--- config.mk ---
export PLATFORM = sky130hd
export DESIGN_NAME = wvm_mul
export DESIGN_NICKNAME = d
export VERILOG_FILES = /design/src/hw/rtl/wavetable_voice_mixer_macros.svh /design/src/hw/rtl/wvm_pkg.sv /design/src/hw/rtl/wvm_mul.sv
export SDC_FILE = /design/constraint.sdc
export NUM_CORES = 2
export LEC_CHECK = 0
export ABC_CLOCK_PERIOD_IN_PS = 12200
export BUFFER_PORTS_ARGS = -buffer_cell sky130_fd_sc_hd__buf_2
export CAP_MARGIN = 20
export CELL_PAD_IN_SITES_DETAIL_PLACEMENT = 0
export CELL_PAD_IN_SITES_GLOBAL_PLACEMENT = 2
export CORE_ASPECT_RATIO = 2
export CORE_MARGIN = 2
export CORE_UTILIZATION = 45
export DETAILED_ROUTE_END_ITERATION = 10
export HOLD_SLACK_MARGIN = 0.03
export PLACE_DENSITY = 0.88
export SLEW_MARGIN = 20
export SYNTH_ARGS = -nofsm -noshare
export SYNTH_HDL_FRONTEND = slang
export SYNTH_SLANG_ARGS = --single-unit
--- constraint.sdc ---
create_clock -name clk -period 12.2 [get_ports clk]
set_input_delay 0 -clock clk [delete_from_list [all_inputs] [get_ports clk]]
set_output_delay 0 -clock clk [all_outputs]
set_load 0.005 [all_outputs]
--- src/hw/rtl/wavetable_voice_mixer_macros.svh ---
// Assertion macros for the voice mixer; ASSERT_OFF removes them.
`ifndef WAVETABLE_VOICE_MIXER_MACROS_SVH
`define WAVETABLE_VOICE_MIXER_MACROS_SVH
`ifndef ASSERT_OFF
`define WVM_ASSERT_IMP(name, ante, cons, msg) \
  name: assert property (@(posedge clk) disable iff (!rst_n) (ante) |-> (cons)) else $error(msg);
`define WVM_ASSERT_NXT(name, ante, cons, msg) \
  name: assert property (@(posedge clk) disable iff (!rst_n) (ante) |=> (cons)) else $error(msg);
`else
`define WVM_ASSERT_IMP(name, ante, cons, msg)
`define WVM_ASSERT_NXT(name, ante, cons, msg)
`endif
`endif

--- src/hw/rtl/wvm_pkg.sv ---
`timescale 1ns / 1ps
package wvm_pkg;
  localparam logic [2:0] ACT_POOL    = 3'd0;
  localparam logic [2:0] ACT_VOICE   = 3'd1;
  localparam logic [2:0] ACT_LOOP    = 3'd2;
  localparam logic [2:0] ACT_ONESHOT = 3'd3;
  localparam logic [2:0] ACT_RENDER  = 3'd4;

  localparam int MUL_A_W = 33;
  localparam int MUL_B_W = 18;
  localparam int MUL_P_W = 51;
  localparam int ACC_W   = 26;
  localparam int SUM_W   = 22;

  typedef logic signed [MUL_A_W-1:0] mul_a_t;
  typedef logic signed [MUL_B_W-1:0] mul_b_t;
  typedef logic signed [MUL_P_W-1:0] mul_p_t;

  function automatic logic signed [SUM_W-1:0] sat_sum(input logic signed [ACC_W-1:0] x);
    logic signed [ACC_W-1:0] hi;
    logic signed [ACC_W-1:0] lo;
    hi = ACC_W'(signed'(22'sh1FFFFF));
    lo = ACC_W'(signed'(22'sh200000));
    if (x > hi) return 22'sh1FFFFF;
    if (x < lo) return 22'sh200000;
    return x[SUM_W-1:0];
  endfunction
endpackage

--- src/hw/rtl/wvm_mul.sv ---
`timescale 1ns / 1ps
module wvm_mul (
  input  logic            clk,
  input  wvm_pkg::mul_a_t a,
  input  wvm_pkg::mul_b_t b,
  output wvm_pkg::mul_p_t p_r
);
  import wvm_pkg::*;

  mul_p_t p_nxt;

  assign p_nxt = MUL_P_W'(a) * MUL_P_W'(b);

  always_ff @(posedge clk) begin
    p_r <= p_nxt;
  end
endmodule

==> results list <==
- Total nets after synthesis: 3095
- In the final layout, the share of cells above drive strength 1 is 0.0526.
- After layout, the minimum clock period comes to 6840 ps.
- Largest fanout of any net on the critical path: 33
- FF+latch count, synth: 51
* Largest registers: p_r x51
* Top reg by flops: p_r
* Number of clock sinks seen by CTS: 51
* Starting utilization of the core area: 0.452
- The most used flip-flop cell after synthesis is sky130_fd_sc_hd__dfxtp_1.
* Start-to-end type of the worst setup path: in2reg
- Clock buffer count from CTS: 5
- In this run the tightest slew margin relative to its limit is 0.340.
- The total overflow left after global routing is 0.
- After synthesis, the largest family of logic cells by area is adder cells.
- Crit-path most repeated cell: sky130_fd_sc_hd__fa_1
- CTS Hold Buffers Added: 0
* Total of buffers placed on input and output ports: 102
- Average via count per standard cell: 5.11
- Summed over all layers, the routed wires come to 59300 um.
* Number of search-and-repair iterations in the first detailed-routing pass: 7
- Setup violations remaining at the end of the flow were counted as 0.
- Clock tree from TritonCTS: yes
- Final GP Congestion: 0.869
* Final hold viol count: 0
- Max-cap violations in this run came to 0.
- The floorplan step defined a die boundary enclosing 49300 um^2.
* Hold worst-path end: p_r[0]
- Compared with the post-synthesis result, the final layout area differs by 5.11%.
- Actual slew at the worst max-slew pin: 989 ps
- Adder-Cell Fraction of Synth Area: 0.605
- # H-tree levels: 2
* Post-CTS setup-driven buffer insertion count: 0
- The clock passes through at most 2 buffers.
- Worst Hold Class: in2reg
- Final Cell Area: 22500 um^2
- For the worst setup path, the data arrival time is 7050 ps.
* Cell Chain, Critical Path: buf_2 > nand2_1 > fa_1 > inv_1 > fa_1 > fa_1 > fa_1 > fa_1 > inv_1 > fa_1 > inv_1 > ha_1 > nand4_1 > nor2_1 > and3_1 > nand3_1 > o32ai_1 > o21ai_0 > o21ai_0 > a31oi_1 > xnor2_1
* Average cell area after synthesis: 9.09 um^2
- Simple-gate share of the synthesized area: 0.154
- STA classifies the critical path startpoint as an input pin.
- After routing, the total negative slack on setup checks comes to 0 ps.
- In this run the cell area of the synthesized design comes to 21400 um^2.
- Post-synthesis compound-gate area fraction: 0.0437
- Yosys mapped a number of flops with a built-in enable equal to 0.
* Crit path max-delay family: adder cells
- Post-route ant nets: 0
* Required time of the worst setup path: 12420 ps
- Multiplexer share of the synthesized area: 0.000937
- The routed layout has 15300 vias.
* Number of placement rows: 113
- Width of the chip: 158 um
- Via count of the first global-routing pass: 17200
* Iteration-0 DRC Markers: 784
- Endpoint type of the worst setup path: register
- The first global-routing pass estimated 97100 um of wire.
- DRC violations left: 0
- Worst hold start: a[0]
- The initial antenna violation count was 0.
- In this run the cell area measured after placement is 22300 um^2.
- Entering global routing, the biggest net connects 34 pins.
- The run finished with clean final reports.
- Ports: 103
* Stage delay of the slowest cell on the critical path: 730 ps
- For this run, the register share of the synthesized area comes to 0.0478.
* Placeable core region: 47200 um^2
* Slew Limit Fails: 0
- Total global-route track usage: 0.261
* Post-Synth XOR/XNOR Area: 0.0201
* Final clock period utilization by the worst path: 0.560
- After detailed placement, the design holds a cell count of 2981.
- Nets: 3100
- From bottom edge to top edge, the die measures 312 um.
- The number of different library cells used by synthesis comes to 51.
* Final cell count without fillers: 2990
- Unrepaired setup endpoints after global routing: no
- Warning count from the yosys run: 0
* HPWL reported at the end of detailed placement: 45600 um
- The critical path contains buffers and inverters numbering 4 combined.
- The slowest stage of the critical path is the sky130_fd_sc_hd__buf_2 cell.
- Routed wire per std cell: 19.8 um
- Static timing analysis puts the maximum clock frequency at 146 MHz.
* Cell count after synthesis: 2351
- Cell at the root of the clock tree: sky130_fd_sc_hd__clkbuf_16
- Counting flops with an async set or reset pin after synthesis yields a share of 0.
- Hold Path Depth: 2
* Flip-flop count of the largest register after layout: 51
- After clock tree synthesis, the repair step resized 0 gates.
* CTS clk-pin slew, worst paths: 80 ps
==> logic make-up (layout without fill, tap and decap cells) <==
logic type,Yosys count,count (layout)
and+or+nand+nor,691,691
xor gates and xnor gates,49,49
muxes,2,2
AOI/OAI and AO/OA,138,138
buffers and inverters,728,734
other,0,1
adders and majority gates,692,692
DFF,51,51
==> how the worst max path moves through the flow <==
stage | startpoint | end | slack (ps) | cells past startpoint
2_1_floorplan | a[24] | p_r[44] | 6250 | 23
3_3_place_gp | b[3] | p_r[50] | 5080 | 21
3_5_place_dp | b[9] | p_r[43] | 5010 | 21
4_1_cts | b[9] | p_r[43] | 5330 | 21
5_1_grt | b[12] | p_r[43] | 5020 | 21
6_report | b[12] | p_r[43] | 5360 | 21
==> synth_stat cells, types with 7 or more instances <==
library cell / n / area share
sky130_fd_sc_hd__a21oi_1: 44 / 0.010
sky130_fd_sc_hd__nand2b_1: 10 / 0.0029
sky130_fd_sc_hd__nor3_1: 8 / 0.0019
sky130_fd_sc_hd__xnor2_1: 38 / 0.016
sky130_fd_sc_hd__o21a_1: 9 / 0.0032
sky130_fd_sc_hd__nor2_1: 46 / 0.0081
sky130_fd_sc_hd__inv_1: 621 / 0.11
sky130_fd_sc_hd__o21ai_0: 20 / 0.0047
sky130_fd_sc_hd__fa_1: 569 / 0.53
sky130_fd_sc_hd__ha_1: 123 / 0.072
sky130_fd_sc_hd__and3_1: 7 / 0.0021
sky130_fd_sc_hd__nand3_1: 8 / 0.0019
sky130_fd_sc_hd__dfxtp_1: 51 / 0.048
sky130_fd_sc_hd__clkbuf_1: 107 / 0.019
sky130_fd_sc_hd__nand2_1: 363 / 0.064
sky130_fd_sc_hd__a31oi_1: 7 / 0.0021
sky130_fd_sc_hd__a21o_1: 18 / 0.0063
sky130_fd_sc_hd__xor2_1: 11 / 0.0045
sky130_fd_sc_hd__and2_1: 230 / 0.067
==> metrics by stage <==
stage | utilization | hold WS, ps | worst slack [ps]
5_1_grt | 0.475 | 139 | 5020
2_1_floorplan | - | 122 | 6250
6_report | 0.475 | 112 | 5360
3_5_place_dp | 0.472 | 374 | 5010
3_3_place_gp | 0.472 | 376 | 5080
4_1_cts | 0.475 | 94.3 | 5330
==> placed cells by master (no fill, tap or decap), types with 3 or more instances in the layout <==
cell type / netlist / routed
sky130_fd_sc_hd__and3_1: 7 / 7
sky130_fd_sc_hd__o21a_1: 9 / 9
sky130_fd_sc_hd__fa_1: 569 / 569
sky130_fd_sc_hd__nand2b_1: 10 / 10
sky130_fd_sc_hd__xnor2_1: 38 / 38
sky130_fd_sc_hd__a31oi_1: 7 / 7
sky130_fd_sc_hd__nand4_1: 6 / 6
sky130_fd_sc_hd__a21boi_0: 3 / 3
sky130_fd_sc_hd__a21oi_1: 44 / 44
sky130_fd_sc_hd__nor3_1: 8 / 8
sky130_fd_sc_hd__nor2_1: 46 / 46
sky130_fd_sc_hd__nand2_1: 363 / 363
sky130_fd_sc_hd__xor2_1: 11 / 11
sky130_fd_sc_hd__dfxtp_1: 51 / 51
sky130_fd_sc_hd__a21o_1: 18 / 18
sky130_fd_sc_hd__o211ai_1: 3 / 3
sky130_fd_sc_hd__nor4_1: 3 / 3
sky130_fd_sc_hd__inv_1: 621 / 621
sky130_fd_sc_hd__clkbuf_16: 0 / 5
sky130_fd_sc_hd__o21bai_1: 5 / 5
sky130_fd_sc_hd__nand3_1: 8 / 8
sky130_fd_sc_hd__buf_2: 0 / 102
sky130_fd_sc_hd__and2_1: 230 / 230
sky130_fd_sc_hd__o2111ai_1: 3 / 3
sky130_fd_sc_hd__o31a_1: 4 / 4
sky130_fd_sc_hd__ha_1: 123 / 123
sky130_fd_sc_hd__buf_4: 0 / 3
sky130_fd_sc_hd__o21ai_0: 20 / 20
sky130_fd_sc_hd__or2_2: 3 / 3
==> final cells by class <==
type	instances	area [um^2]
Fill cell	4697	24800
Sequential cell	51	1020
Timing Repair Buffer	105	533
Inverter	621	2330
Clock buffer	6	129
Clock inverter	2	38.8
Multi-Input combinational cell	1572	17600
Tap cell	632	791
Antenna cell	1	2.50
==> layer usage <==
layer  wire, um  GRT usage
met1      25500      0.368
met2      28800      0.422
met3       3220     0.0327
met4       1690     0.0768
met5          0          0
Power is left out: the tool's default activity adds up to more than one toggle a clock period on the data nets, which glitch-free logic cannot reach.
